## config.mk

```make
export PLATFORM = sky130hd
export DESIGN_NAME = rar_div
export DESIGN_NICKNAME = d
export VERILOG_FILES = /design/src/design/rar_pkg.sv /design/src/design/rar_div.sv
export SDC_FILE = /design/constraint.sdc
export NUM_CORES = 1
export LEC_CHECK = 0
export BUFFER_PORTS_ARGS = -buffer_cell sky130_fd_sc_hd__buf_2
export CAP_MARGIN = 5
export CORE_MARGIN = 2
export CORE_UTILIZATION = 51
export CTS_BUF_LIST = sky130_fd_sc_hd__clkbuf_8
export CTS_CLUSTER_DIAMETER = 100
export DETAILED_ROUTE_END_ITERATION = 16
export PLACE_DENSITY_LB_ADDON = 0.05
export SKIP_CTS_REPAIR_TIMING = 1
export SYNTH_ARGS = -nofsm -noshare
export SYNTH_HDL_FRONTEND = slang
export SYNTH_SLANG_ARGS = --single-unit
```

## constraint.sdc

```tcl
create_clock -name clk -period 7.6 [get_ports clk]
set_input_delay 1.14 -clock clk [delete_from_list [all_inputs] [get_ports clk]]
set_output_delay 1.14 -clock clk [all_outputs]
set_load 0.01 [all_outputs]
```

## src/design/rar_pkg.sv

```systemverilog
`timescale 1ns / 1ps
package rar_pkg;
  localparam int WIDTH = 32;
  localparam int MW = 2 * WIDTH + 1;
  localparam int CW = $clog2(MW + 1);

  localparam logic [1:0] OP_ADD = 2'd0;
  localparam logic [1:0] OP_SUB = 2'd1;
  localparam logic [1:0] OP_MUL = 2'd2;
  localparam logic [1:0] OP_DIV = 2'd3;

  localparam logic [1:0] ST_OK = 2'd0;
  localparam logic [1:0] ST_OVF = 2'd1;
  localparam logic [1:0] ST_UNDEF = 2'd2;

  typedef logic [MW-1:0] mag_t;

  typedef struct packed {
    logic start;
    mag_t dividend;
    mag_t divisor;
  } div_req_t;

  typedef struct packed {
    logic done;
    mag_t quot;
    mag_t rem;
  } div_rsp_t;
endpackage

```

## src/design/rar_div.sv

```systemverilog
`timescale 1ns / 1ps
module rar_div (
  input  logic              clk,
  input  logic              rst,
  input  rar_pkg::div_req_t req,
  output rar_pkg::div_rsp_t rsp
);
  import rar_pkg::*;

  logic          busy;
  logic          done;
  logic [CW-1:0] cnt;
  mag_t          q;
  mag_t          r;
  mag_t          dv;
  logic [MW:0]   trial;

  // restoring division, one quotient bit per cycle
  assign trial = {r, q[MW-1]} - {1'b0, dv};

  always_ff @(posedge clk) begin
    if (rst) begin
      busy <= 1'b0;
      done <= 1'b0;
      cnt <= '0;
    end else begin
      done <= 1'b0;
      if (req.start) begin
        busy <= 1'b1;
        cnt <= CW'(MW);
        q <= req.dividend;
        r <= '0;
        dv <= req.divisor;
      end else if (busy) begin
        if (trial[MW]) begin
          r <= {r[MW-2:0], q[MW-1]};
          q <= {q[MW-2:0], 1'b0};
        end else begin
          r <= trial[MW-1:0];
          q <= {q[MW-2:0], 1'b1};
        end
        cnt <= cnt - 1'b1;
        if (cnt == CW'(1)) begin
          busy <= 1'b0;
          done <= 1'b1;
        end
      end
    end
  end

  assign rsp = {done, q, r};
endmodule

```

==> summary by stage, run 1 <==
Run status
The run finished with clean final reports.

Critical path
Tracing the worst setup path back leads to its startpoint at q[64]. The worst setup path is launched from a flop. By startpoint and endpoint, the worst setup path is classified as flop to flop. Of all nets on the critical path, the largest fanout is 3. Grouping stages by cell kind, the critical path spends the most delay in compound AO/OA/AOI/OAI gates. Data on the critical path arrives at its endpoint at about 4.3 ns.

The critical path capture point is r[62]. The worst register-to-register path has a setup slack of ~3.6 ns. The number of buffer and inverter instances along the worst setup path is 1. The data required time at the worst endpoint is 7.86 ns. The kind of end point of the critical path is a flop.

The endpoint of the most critical register-to-register path is r[62]. The cell with the largest stage delay on the worst path is sky130_fd_sc_hd__o31ai_1. The critical register-to-register path startpoint is q[64]. The largest single stage delay on the critical path is 0.53 ns. The number of cells on the worst reg-to-reg path is 13. Walking the worst path, the cells encountered are inv_1, ha_1, fa_1, nand2b_1, a21oi_1, o21ai_0, o31ai_1, a31oi_1, o21bai_1, a31oi_1, o21a_1, o2111ai_1, o2111ai_1.

In this run the number of cells on the critical path is 13.

Yosys
The share of synthesized cell area in and, or, nand and nor gates is 9.53%. When the netlist entered floorplanning its net count stood at 1295. During synthesis, Yosys emitted a total of 0 warnings. The post-synthesis register bit count is 204.

The synthesized netlist devotes 14.4% of its cell area to compound gates. The summed instance area of the synthesized netlist is about 12000 um2. The main combinational cell family by area after synthesis is compound AO/OA/AOI/OAI gates. Of the synthesized area, sequential elements account for 49.8%.

The number of enable-type register cells in the synthesized netlist is between 150 and 200. The number of different library cells used by synthesis comes to 74. The average size of a mapped cell is 11.1 um2. After Yosys synthesis, XOR and XNOR cells account for 4.63% of the synthesized area.

In the synthesized netlist the dominant register cell turns out to be sky130_fd_sc_hd__edfxtp_1. The synthesized-area fraction occupied by adder cells is 7.09%. The post-synthesis async set-or-reset flop share is 0%. After synthesis, the share of cell area in mux cells is 10.1%.

Synthesis produced a netlist whose cell count is around 1.1k.

Clocking
The master cell of the clock root buffer is sky130_fd_sc_hd__clkbuf_8. No sink is reached through more buffers than the 3 on the longest clock path. The H-tree depth reported by CTS is 2. The number of buffers created by CTS is 37.

After clock tree synthesis, the clock-pin slew on the worst setup and hold paths is 0.07 ns. The clock tree from TritonCTS is done. The clock latency at the later pin of the worst-skew pair is 0.53 ns. The clock drives 204 sinks.

STA
The total count of hold-check failures in the final report is 0. Adding up every negative setup slack in the final design gives 0 ns. The max-slew headroom at the worst pin is 34.1%.

Setup repair after global routing left no endpoint under its margin. The maximum frequency from static timing analysis is 249 MHz. After layout, the worst path uses 52.8% of the clock period. The number of pins exceeding their max-slew limit in the final report is 0. The worst clock skew is about 0.016 ns. The actual transition at the worst max-transition pin is 0.986 ns. The final critical path time including I/O delays and setup is between 4 and 5 ns. The number of endpoints failing setup at the final stage is 0.

Final layout
The net count of the finished layout is 1553. From synthesis to final layout, the design area changed by 18.7%. The fraction of layout instances using a drive strength above 1 is 29.1%.

Leaving out fill and tap cells, the most frequent cells in the layout are sky130_fd_sc_hd__buf_2 (262), sky130_fd_sc_hd__edfxtp_1 (195), sky130_fd_sc_hd__nor2_1 (106), sky130_fd_sc_hd__inv_1 (94), sky130_fd_sc_hd__a21oi_1 (79). The finished cells cover 14400 um2. The library cell used most frequently in the layout, excluding fill and tap cells, is sky130_fd_sc_hd__buf_2.

Floorplanning
The die extent in x is around 160 um. The number of ports placed on the die boundary is 264. The initialized floorplan defines 56 standard-cell rows.

The height of the die is ~160 um. The initial utilization of the core area, before any placement, comes to 51.7%. The die footprint is 25000 um2. The area of the placeable core is 23400 um2.

Pwr
The leakage power figure is 6.29 nW. The internal power of the cells totals around 2.3 mW. The clock network power share is 27.6%. IR analysis of the VDD net gives a maximum drop of 164 uV. The switching share of power is 33.4%.

For this design the ratio of total power to cell area is 244 nW/um2. After layout, the design draws a total of 3.51 mW. The fraction of power consumed by combinational cells is a little under a third. The share of total power dissipated in sequential elements is about two fifths.

The power dissipated by switching net loads is 1.17 mW.

Worst hold path
The path class of the lowest-slack min-delay path is flop to flop.

Placed design
The detailed placement HPWL is 23900 um. Buffers placed on the I/O ports in this run total between 200 and 300. The area after detailed placement is 13700 um2. The routability congestion estimate from global placement is 0.923.

Routing
For this block, the routed nets add up to 31800 um of wire. The via total after detailed routing is between 9k and 10k. The post-detailed-route wirelength per cell is around 19 um. The routed via count divided by cell count is 5.53. For this block, the initial DRC count from the detailed router was roughly 650. The count of nets left with antenna violations once routing finished came out at 0.

The count of unresolved DRC violations after routing is 0. The first detailed-routing pass took 5 iterations.

Run
The number of maximum-capacitance violations is 0.

Global routing
The initial antenna violation count is 6. The all-layer global routing usage is 25.2%. The number of global-route vias before repair is 9103.

The global-route wire length before repair is 49000 um. Entering global routing, the biggest net connects 71 pins. The total congestion overflow after global routing is 0.
==> synthesized netlist by cell type, drive strengths merged, types with 2 or more instances <==
master	count	area share, %
edfxtp	195	48
nor2	108	3.3
inv	83	2.6
a21oi	79	3.3
nand2	72	2.2
ha	67	6.9
mux2	65	6.0
mux2i	49	4.1
xnor2	41	3.0
o21ai	38	1.6
a21o	36	2.2
clkbuf	30	0.94
xor2	23	1.7
buf	21	0.94
nand4	17	0.88
o21a	13	0.81
a211oi	11	0.68
o21bai	11	0.68
a31oi	10	0.69
dfxtp	9	1.5
a221oi	8	0.58
and3	8	0.41
nand2b	8	0.41
nand3	8	0.33
nor3	8	0.33
o211ai	7	0.43
nor4	6	0.31
o22ai	6	0.31
o2111ai	5	0.36
o31ai	5	0.46
a21boi	4	0.25
or2	4	0.21
a211o	3	0.22
nor2b	3	0.16
o211a	3	0.25
a221o	2	0.17
a31o	2	0.22
and2	2	0.10
and4	2	0.16
nand3b	2	0.12
==> metal layers <==
metal	up-vias	share of wire, %	GRT usage [%]
met1	4448	43	33.3
li1	4547	-	-
met5	-	0.066	0
met4	4	2.3	7.29
met2	362	45	40.3
met3	51	9.1	7.77
==> worst min-delay path: stages, from the launching register on <==
cell and delay [ns]:
sky130_fd_sc_hd__dfxtp_1 0.32, sky130_fd_sc_hd__nor2_1 0.09, sky130_fd_sc_hd__a211oi_1 0.05
==> worst min path at each step <==
stage,from,end,slack [ns],cells past startpoint
after floorplan,cnt[1],cnt[1],0.47,2
after global placement,cnt[1],cnt[1],0.49,2
after detailed placement,cnt[1],cnt[1],0.50,2
after CTS,cnt[1],cnt[1],0.51,2
after global routing,cnt[1],cnt[1],0.55,2
final,cnt[1],cnt[1],0.50,2
==> kinds of logic after synthesis <==
| family | Yosys count |
|---|---|
| AO/OA/AOI/OAI | 255 |
| XOR/XNOR | 64 |
| adder cells (fa/ha/maj) | 68 |
| buffers and inverters | 134 |
| flip-flops | 204 |
| multiplexers | 114 |
| AND/OR/NAND/NOR | 255 |
==> power by group through the flow <==
stage          sequential (mW)  combinational (mW)  clock, mW
6_report                  1.43                1.11      0.966
5_1_grt                   1.44                1.22       1.04
4_1_cts                   1.43                1.11      0.992
3_5_place_dp              1.45                1.10          0
3_3_place_gp              1.45                1.10          0
2_1_floorplan             1.48               0.778          0
==> per-stage QoR <==
stage                     hold WS [ns]  utilization (%)  setup WS (ns)  instances
after floorplan                  0.469                -           1.99       1094
after global placement           0.485             58.5           3.53       1632
after detailed placement         0.500             58.5           3.49       1632
after CTS                        0.508             61.4           3.53       1698
after global routing             0.554             61.4           3.25       1700
final                            0.501             61.4           3.59       1702
==> sequential cells by signal, indices dropped and copies added (netlist names) <==
register  cells
q            65
r            65
dv           65
cnt           7
busy          1
done          1
==> final cells by class <==
class | instances | area (um2)
diodes | 4 | 10.0
clock buffers | 38 | 523
clock inverters | 28 | 150
fillers | 2000 | 9030
inverters | 83 | 312
multi-input cells | 756 | 5570
flip-flops and latches | 204 | 6040
well taps | 319 | 399
repair buffers | 270 | 1370
Power figures use the tool's default switching activity.
==> inputs of run 2 (changes only) <==
- CORE_UTILIZATION: 51 -> 52
- clock period: 7.6 -> 4.1 ns (I/O delays scaled with it)
==> summary by stage, run 2 (same netlist as run 1, synthesis figures left out) <==
Run
The number of maximum-capacitance violations is 0 (unchanged).

Pwr
The total power per unit cell area is 456 nW/um2 (+87%). The power dissipated by switching net loads is 2.19 mW (+87%). The relative contribution of sequential cells to total power is 40.2% (-0.7 points).

The fraction of power consumed by combinational cells was 31.7% (about the same). The leakage power figure is 6.34 nW (+0.87%). The clock network power share is 28.1% (+0.5 points). The worst vdd rail ir drop is 236 uV (+44%). The cell-internal power is 4.39 mW (+88%). The switching share of power is 33.3% (-0.075 points).

Placed design
The total of buffers placed on input and output ports is 263 (unchanged). The pre-CTS setup slack is 0.308 ns (-3.18 ns). The detailed placement HPWL was 23900 um (about the same). The routability congestion estimate from global placement was 0.919 (-0.48%). The cell count after placement came to 1630 (-0.12%).

Floorplanning
The area of the placeable core is 22800 um2 (-2.7%). The number of standard-cell rows in the floorplan is 55 (-1.8%). The effective utilization at floorplan came to 53.2% (+1.4 points).

The die footprint was 24500 um2 (-1.9%). The number of ports placed on the die boundary is 264 (unchanged). The die extent in x is 157 um (-0.94%).

The height of the die came to 157 um (-0.94%).

STA
The final setup TNS is 0 ns (unchanged). The actual transition at the worst max-transition pin is 0.828 ns (-0.158 ns). The final worst-path cycle share is 91.1% (+38 points).

The maximum frequency from static timing analysis is 268 MHz (+7.4%). Setup repair after global routing left no endpoint under its margin. The total count of hold-check failures in the final report was 0 (unchanged). The smallest setup slack after layout is 0.366 ns (-3.22 ns). The worst clock skew is 0.0170 ns (+0.000970 ns).

The number of endpoints failing setup at the final stage was 0 (unchanged). The max-slew headroom at the worst pin is 44.7% (+11 points). The number of pins exceeding their max-slew limit in the final report is 0 (unchanged). The final critical path time including I/O delays and setup is 3.73 ns (-0.276 ns).

Critical path
The signal on the critical path passes through ha_1, a21oi_1, o21ai_0, a2111oi_2, nand2_1, o21ai_1, buf_4, a21oi_1, xor2_4, buf_12, or4b_1, o311ai_1. The element type at the critical path start is a flop. The worst-case reg-to-reg path depth is 12 (-1). In this design, the largest share of critical-path delay is due to compound AO/OA/AOI/OAI gates. The largest driver fanout on the critical path came to 45 (+42). The critical path depth is 12 (-1).

The dominant cell type by count on the critical path is sky130_fd_sc_hd__a21oi_1. The worst setup path is captured at a flop. The arrival time reported for the critical path endpoint is 4.09 ns (-0.18 ns). The maximum single-stage delay on the critical path is 0.58 ns (+0.05 ns). The number of buffer and inverter instances along the worst setup path is 2 (+1). The data required time at the worst endpoint is 4.46 ns (-3.40 ns). The class of the most critical setup path is flop to flop. The cell with the largest stage delay on the worst path is sky130_fd_sc_hd__a2111oi_2.

Run status
The run finished with clean final reports.

Routing
The routed via count divided by cell count is 5.61 (+1.5%). The via total after detailed routing is 9523 (+1.2%). The detailed-routing iteration count for the pre-antenna-repair pass was 5 (unchanged). The sum of routed wire length over all layers is 32200 um (+1.4%).

The number of routed nets with antenna violations is 0 (unchanged). The violation count after the first detailed-routing iteration is 588 (-9.8%). The count of unresolved DRC violations after routing is 0 (unchanged). The post-detailed-route wirelength per cell is 19.0 um (+1.7%).

Clocking
The H-tree depth reported by CTS was 2 (unchanged). The clock latency at the later pin of the worst-skew pair is 0.54 ns (about the same). The number of clock sinks was 204 (unchanged). The master cell of the clock root buffer is sky130_fd_sc_hd__clkbuf_8.

The buffer depth of the longest clock path is 3 (unchanged). The number of buffers created by CTS is 38 (+2.7%). TritonCTS built the clock tree. The clock slew at the register clock pins of the worst setup and hold paths is 0.06 ns (about the same).

Global routing
The total congestion overflow after global routing is 0 (unchanged). The initial antenna violation count was 4 (-2). The largest net degree at the start of global routing was 60 (-15%).

The global-route wire length before repair is 49900 um (+1.8%). The all-layer global routing usage is 26.1% (+0.91 points). The number of global-route vias before repair is 9472 (+4.1%).

Final layout
The largest registers in the layout are dv (65), q (65), r (65). The relative area change from synthesis to final layout is 19.4%. The fraction of layout instances using a drive strength above 1 was 29.7% (+0.66 points). The net count of the finished layout is 1558 (+0.32%). The filler cell count is 1903 (-4.9%). The final cell utilization of the core was 63.5% (+2.1 points). The count of placed standard cells in the final layout, fillers left out is 1697 (-0.29%). The library cells used most frequently in the layout, excluding fill and tap cells, are sky130_fd_sc_hd__buf_2 (262), sky130_fd_sc_hd__edfxtp_1 (195), sky130_fd_sc_hd__nor2_1 (106), sky130_fd_sc_hd__inv_1 (95), sky130_fd_sc_hd__a21oi_1 (79). The library cell used most frequently in the layout, excluding fill and tap cells, is sky130_fd_sc_hd__buf_2.

Worst hold path
The path class of the tightest hold or removal check is primary input to flop. The count of cells along the worst hold path is 1 (-1).
run 2: changes by cell type in the layout (fill, tap and decap cells not counted):
| cell | before | now |
|---|---|---|
| sky130_fd_sc_hd__buf_12 | 0 | 3 |
| sky130_fd_sc_hd__buf_4 | 8 | 9 |
| sky130_fd_sc_hd__bufinv_16 | 1 | 0 |
| sky130_fd_sc_hd__clkbuf_8 | 38 | 44 |
| sky130_fd_sc_hd__clkinv_1 | 9 | 2 |
| sky130_fd_sc_hd__diode_2 | 4 | 2 |
| sky130_fd_sc_hd__inv_1 | 94 | 95 |
| sky130_fd_sc_hd__inv_6 | 1 | 2 |
| sky130_fd_sc_hd__inv_8 | 1 | 0 |
| sky130_fd_sc_hd__o31ai_1 | 3 | 2 |
| sky130_fd_sc_hd__o31ai_2 | 1 | 2 |
run 2: path summary, 6_finish.rpt:
check	from	end	slack [ns]
worst max-delay path	r[21]	r[63]	0.37
worst min register to register	cnt[1]	cnt[1]	0.50
worst max register to register	r[21]	r[63]	0.37
worst min-delay path	req[53]	dv[53]	0.25
run 2: stage by stage:
| step | hold slack, ns | cell area [um2] | power, mW |
|---|---|---|---|
| detailed placement | 0.495 | 13700 | 4.76 |
| floorplan | 0.469 | 12100 | 4.17 |
| global placement | 0.487 | 13700 | 4.75 |
| global route | 0.221 | 14500 | 6.95 |
| finish | 0.250 | 14500 | 6.59 |
| CTS | 0.221 | 14400 | 6.63 |
run 2: per-layer routing:
metal | up-vias | wire length (um) | global-route usage (%)
li1 | 4552 | - | -
met1 | 4506 | 13600 | 33.2
met2 | 397 | 14700 | 42.1
met3 | 64 | 3040 | 8.67
met4 | 4 | 911 | 9.13
met5 | - | 22 | 0
run 2: layout make-up:
cell class / count / area, um2 / area share [%]
multi-input cells: 756 / 5570 / 38.5
diodes: 2 / 5.00 / 0.0346
well taps: 313 / 392 / 2.71
repair buffers: 274 / 1440 / 9.95
flip-flops and latches: 204 / 6040 / 41.8
clock buffers: 44 / 606 / 4.19
inverters: 83 / 312 / 2.16
clock inverters: 21 / 95.1 / 0.658
run 2: power groups by stage:
stage	combinational, mW	clock, mW	sequential [mW]
2_1_floorplan	1.44	0	2.73
3_3_place_gp	2.06	0	2.68
3_5_place_dp	2.07	0	2.69
4_1_cts	2.08	1.90	2.65
5_1_grt	2.30	1.98	2.67
6_report	2.09	1.85	2.65
==> inputs of run 3 (changes only) <==
- ABC_AREA: not set -> 1
- clock period: 4.1 -> 3.5 ns (I/O delays scaled with it)
==> summary by stage, run 3 <==
Global routing
The global-route wire length before repair is 73800 um (+48%). The largest net degree at the start of global routing is 132 (+120%). The total congestion overflow after global routing was 0 (unchanged). The number of global-route vias before repair is 13.6k (+44%). The all-layer global routing usage is 31.4% (+5.2 points). The initial antenna violation count came to 0 (-4).

Yosys
Sorting the synthesized cells by how often they occur yields sky130_fd_sc_hd__nand2_1 (897), sky130_fd_sc_hd__inv_1 (437), sky130_fd_sc_hd__nor2_1 (247). The post-synthesis cell count is 2191 (+100%). The xor-xnor portion of the synthesized cell area is 2.01% (-2.6 points). The post-synthesis async set-or-reset flop share is 0% (unchanged). The post-synthesis register bit count came to 204 (unchanged).

The total nets after synthesis is 2392 (+85%). The top-area cell type share of the netlist area is 39.5% (-8.9 points). After synthesis, the cell types taking the most area are sky130_fd_sc_hd__edfxtp_1 (39%), sky130_fd_sc_hd__nand2_1 (23%), sky130_fd_sc_hd__inv_1 (11%).

The multiplexer fraction of the synthesized cell area came to 0% (-10 points). The compound-gate portion of the synthesized area is 2.62% (-12 points). The most used flip-flop cell after synthesis is sky130_fd_sc_hd__edfxtp_1.

The main combinational cell family by area after synthesis is simple AND/OR/NAND/NOR gates. The synthesized-area fraction occupied by adder cells is 5.79% (-1.3 points). The proportion of synthesized chip area in sequential cells is 40.7% (-9.2 points). The number of distinct standard cells referenced by the synthesized netlist came to 38 (-49%). In the post-synthesis netlist, the cell with the most instances is sky130_fd_sc_hd__nand2_1. The share of synthesized cell area in and, or, nand and nor gates is 36.3% (+27 points). The cell type contributing the most total cell area after synthesis is sky130_fd_sc_hd__edfxtp_1. The number of enable-type register cells in the synthesized netlist is 195 (unchanged). The summed instance area of the synthesized netlist is 14800 um2 (+23%). The average size of a mapped cell is 6.77 um2 (-39%). The number of synthesis warnings is 0 (unchanged).

Placed design
The total of buffers placed on input and output ports came to 263 (unchanged). The routability congestion estimate from global placement was 0.982 (+6.8%). The detailed placement HPWL is 37000 um (+54%).

Floorplanning
The height of the die is 173 um (+10%). The die footprint was 29900 um2 (+22%). The number of standard-cell rows in the floorplan was 61 (+11%). The die extent in x is 173 um (+10%). The number of ports placed on the die boundary is 264 (unchanged). The effective utilization at floorplan is 53.1% (-0.057 points). The area of the placeable core is 27900 um2 (+23%).

Pwr
The total power per unit cell area came to 456 nW/um2 (about the same). The leakage power figure came to 9.59 nW (+51%). The worst vdd rail ir drop is 300 uV (+27%).

The overall power of the completed layout is 7.82 mW (+19%).

Critical path
The endpoint of the most critical register-to-register path is r[43]. The critical register-to-register path startpoint is r[7]. The worst setup path is captured at a flop. The dominant cell type by count on the critical path is sky130_fd_sc_hd__nand2_4.

The minimum setup slack among reg-to-reg paths was 0.42 ns (+0.05 ns). The family of cells with the greatest summed delay on the critical path is simple AND/OR/NAND/NOR gates. The worst-case reg-to-reg path depth is 15 (+3). The largest driver fanout on the critical path is 32 (-29%). The class of the most critical setup path is flop to flop. The arrival time reported for the critical path endpoint came to 3.44 ns (-0.65 ns).

The data required time at the worst endpoint is 3.86 ns (-0.60 ns). The maximum single-stage delay on the critical path is 0.43 ns (-0.15 ns). The signal on the critical path passes through ha_1, nand2_1, nor2_1, nand3_1, nand3_2, nand2_2, nand2_2, nand2_2, nand2_4, nand2_4, nand2_4, nand2_4, nand2_4, nor2_1, nor2_1.

STA classifies the critical path startpoint as a flop. The number of buffer and inverter instances along the worst setup path is 0 (-2). Among all stages on the critical path, the largest delay is contributed by sky130_fd_sc_hd__edfxtp_1.

STA
The final critical path time including I/O delays and setup is 3.08 ns (-0.650 ns). Setup repair after global routing left no endpoint under its margin. The total count of hold-check failures in the final report is 0 (unchanged). The final setup TNS is 0 ns (unchanged). The final worst-path cycle share is 88.1% (-3.0 points). The number of endpoints failing setup at the final stage was 0 (unchanged).

The max-slew headroom at the worst pin was 48.2% (+3.5 points). The worst clock skew is 0.0372 ns (+0.0202 ns). The number of pins exceeding their max-slew limit in the final report is 0 (unchanged).

The actual transition at the worst max-transition pin was 0.777 ns (-0.0506 ns). The maximum frequency from static timing analysis is 324 MHz (+21%).

Clocking
The number of buffers created by CTS is 36 (-5.3%). The clock latency at the later pin of the worst-skew pair was 0.56 ns (+0.02 ns). In this run the clock root is driven by a sky130_fd_sc_hd__clkbuf_8. The H-tree depth reported by CTS was 2 (unchanged). The clock tree from TritonCTS is done.

The buffer depth of the longest clock path is 3 (unchanged). The number of clock sinks is 204 (unchanged). The clock slew at the register clock pins of the worst setup and hold paths is 0.07 ns (about the same).

Final layout
The most common cell after layout, fill and taps aside is sky130_fd_sc_hd__nand2_1. The fraction of layout instances using a drive strength above 1 is 14.4% (-15 points). The relative area change from synthesis to final layout is 15.7%. The largest registers in the layout are dv (65), q (65), r (65).

Leaving out fill and tap cells, the most frequent cells in the layout are sky130_fd_sc_hd__nand2_1 (897), sky130_fd_sc_hd__inv_1 (445), sky130_fd_sc_hd__buf_2 (263), sky130_fd_sc_hd__nor2_1 (246), sky130_fd_sc_hd__edfxtp_1 (195). The register area is 6040 um2 (unchanged). The multi-input gate area in the final layout is 6940 um2 (+25%). The net count of the finished layout is 2663 (+71%). The filler cell count is 2665 (+40%). The antenna diode count came to 0 (-2).

Run status
The run finished with clean final reports.

Routing
The number of routed nets with antenna violations is 0 (unchanged). The post-detailed-route wirelength per cell is 16.6 um (-13%). The via total after detailed routing was 14.4k (+51%).

The sum of routed wire length over all layers came to 47300 um (+47%). The detailed-routing iteration count for the pre-antenna-repair pass is 5 (unchanged). The routed via count divided by cell count is 5.04 (-10%). The violation count after the first detailed-routing iteration is 1274 (+120%). The count of unresolved DRC violations after routing is 0 (unchanged).

Worst hold path
The count of cells along the worst hold path came to 1 (unchanged). The destination of the worst hold path is dv[34]. The worst hold path begins at req[34].

The path class of the tightest hold or removal check is primary input to flop.

Run
The number of maximum-capacitance violations is 0 (unchanged).
## run 3: cells by family (layout without fill, tap and decap cells)
kind of cell | after synthesis | count (layout)
AO/OA/AOI/OAI | 73 | 73
XOR/XNOR | 34 | 34
adder cells (fa/ha/maj) | 68 | 68
buffers and inverters | 484 | 771
flip-flops | 204 | 204
AND/OR/NAND/NOR | 1328 | 1328
## run 3: worst max-delay path by stage
stage / from / end / slack (ns) / cells past startpoint
after floorplan: req[130] / q[0] / 0.01 / 4
after global placement: r[55] / r[64] / 0.44 / 12
after detailed placement: r[7] / r[43] / 0.47 / 15
after CTS: r[7] / r[43] / 0.44 / 15
after global routing: r[7] / r[43] / 0.16 / 15
final: r[7] / r[43] / 0.42 / 15
## run 3: area by class of cell
type	count	share of cell area, %
Clock inverter	17	0.612
Inverter	442	9.70
Sequential cell	204	35.2
Clock buffer	37	2.97
Multi-Input combinational cell	1503	40.5
Timing Repair Buffer	275	8.34
Tap cell	378	2.76
## run 3: metal layers
metal | global-route usage (%) | part of all wire [%]
met1 | 42.6 | 44
met2 | 51.2 | 45
met3 | 6.35 | 9.0
met4 | 8.47 | 2.4
met5 | 0 | 0
## run 3: through the flow
| stage | cells | setup WS, ns | hold slack, ns | instance area (um2) | util (%) |
|---|---|---|---|---|---|
| after global placement | 2802 | 0.438 | 0.450 | 16500 | 59.2 |
| after detailed placement | 2802 | 0.465 | 0.457 | 16500 | 59.2 |
| after CTS | 2856 | 0.440 | 0.127 | 17200 | 61.4 |
| final | 2856 | 0.416 | 0.147 | 17200 | 61.4 |
| after floorplan | 2191 | 0.0126 | 0.433 | 14900 | - |
| after global routing | 2856 | 0.156 | 0.129 | 17200 | 61.4 |
## run 3: power breakdown
group,internal (mW),switching [mW]
sequential,2.95,0.126
combinational,0.864,1.84
clock,1.05,1.00
total,4.85,2.97
## run 3: worst reg2reg max path: stages (launching register included)
cell and delay [ns]:
sky130_fd_sc_hd__edfxtp_1 0.43, sky130_fd_sc_hd__ha_1 0.41, sky130_fd_sc_hd__nand2_1 0.12, sky130_fd_sc_hd__nor2_1 0.26, sky130_fd_sc_hd__nand3_1 0.14, sky130_fd_sc_hd__nand3_2 0.15, sky130_fd_sc_hd__nand2_2 0.07, sky130_fd_sc_hd__nand2_2 0.13
sky130_fd_sc_hd__nand2_2 0.08, sky130_fd_sc_hd__nand2_4 0.10, sky130_fd_sc_hd__nand2_4 0.08, sky130_fd_sc_hd__nand2_4 0.09, sky130_fd_sc_hd__nand2_4 0.16, sky130_fd_sc_hd__nand2_4 0.42, sky130_fd_sc_hd__nor2_1 0.09, sky130_fd_sc_hd__nor2_1 0.19
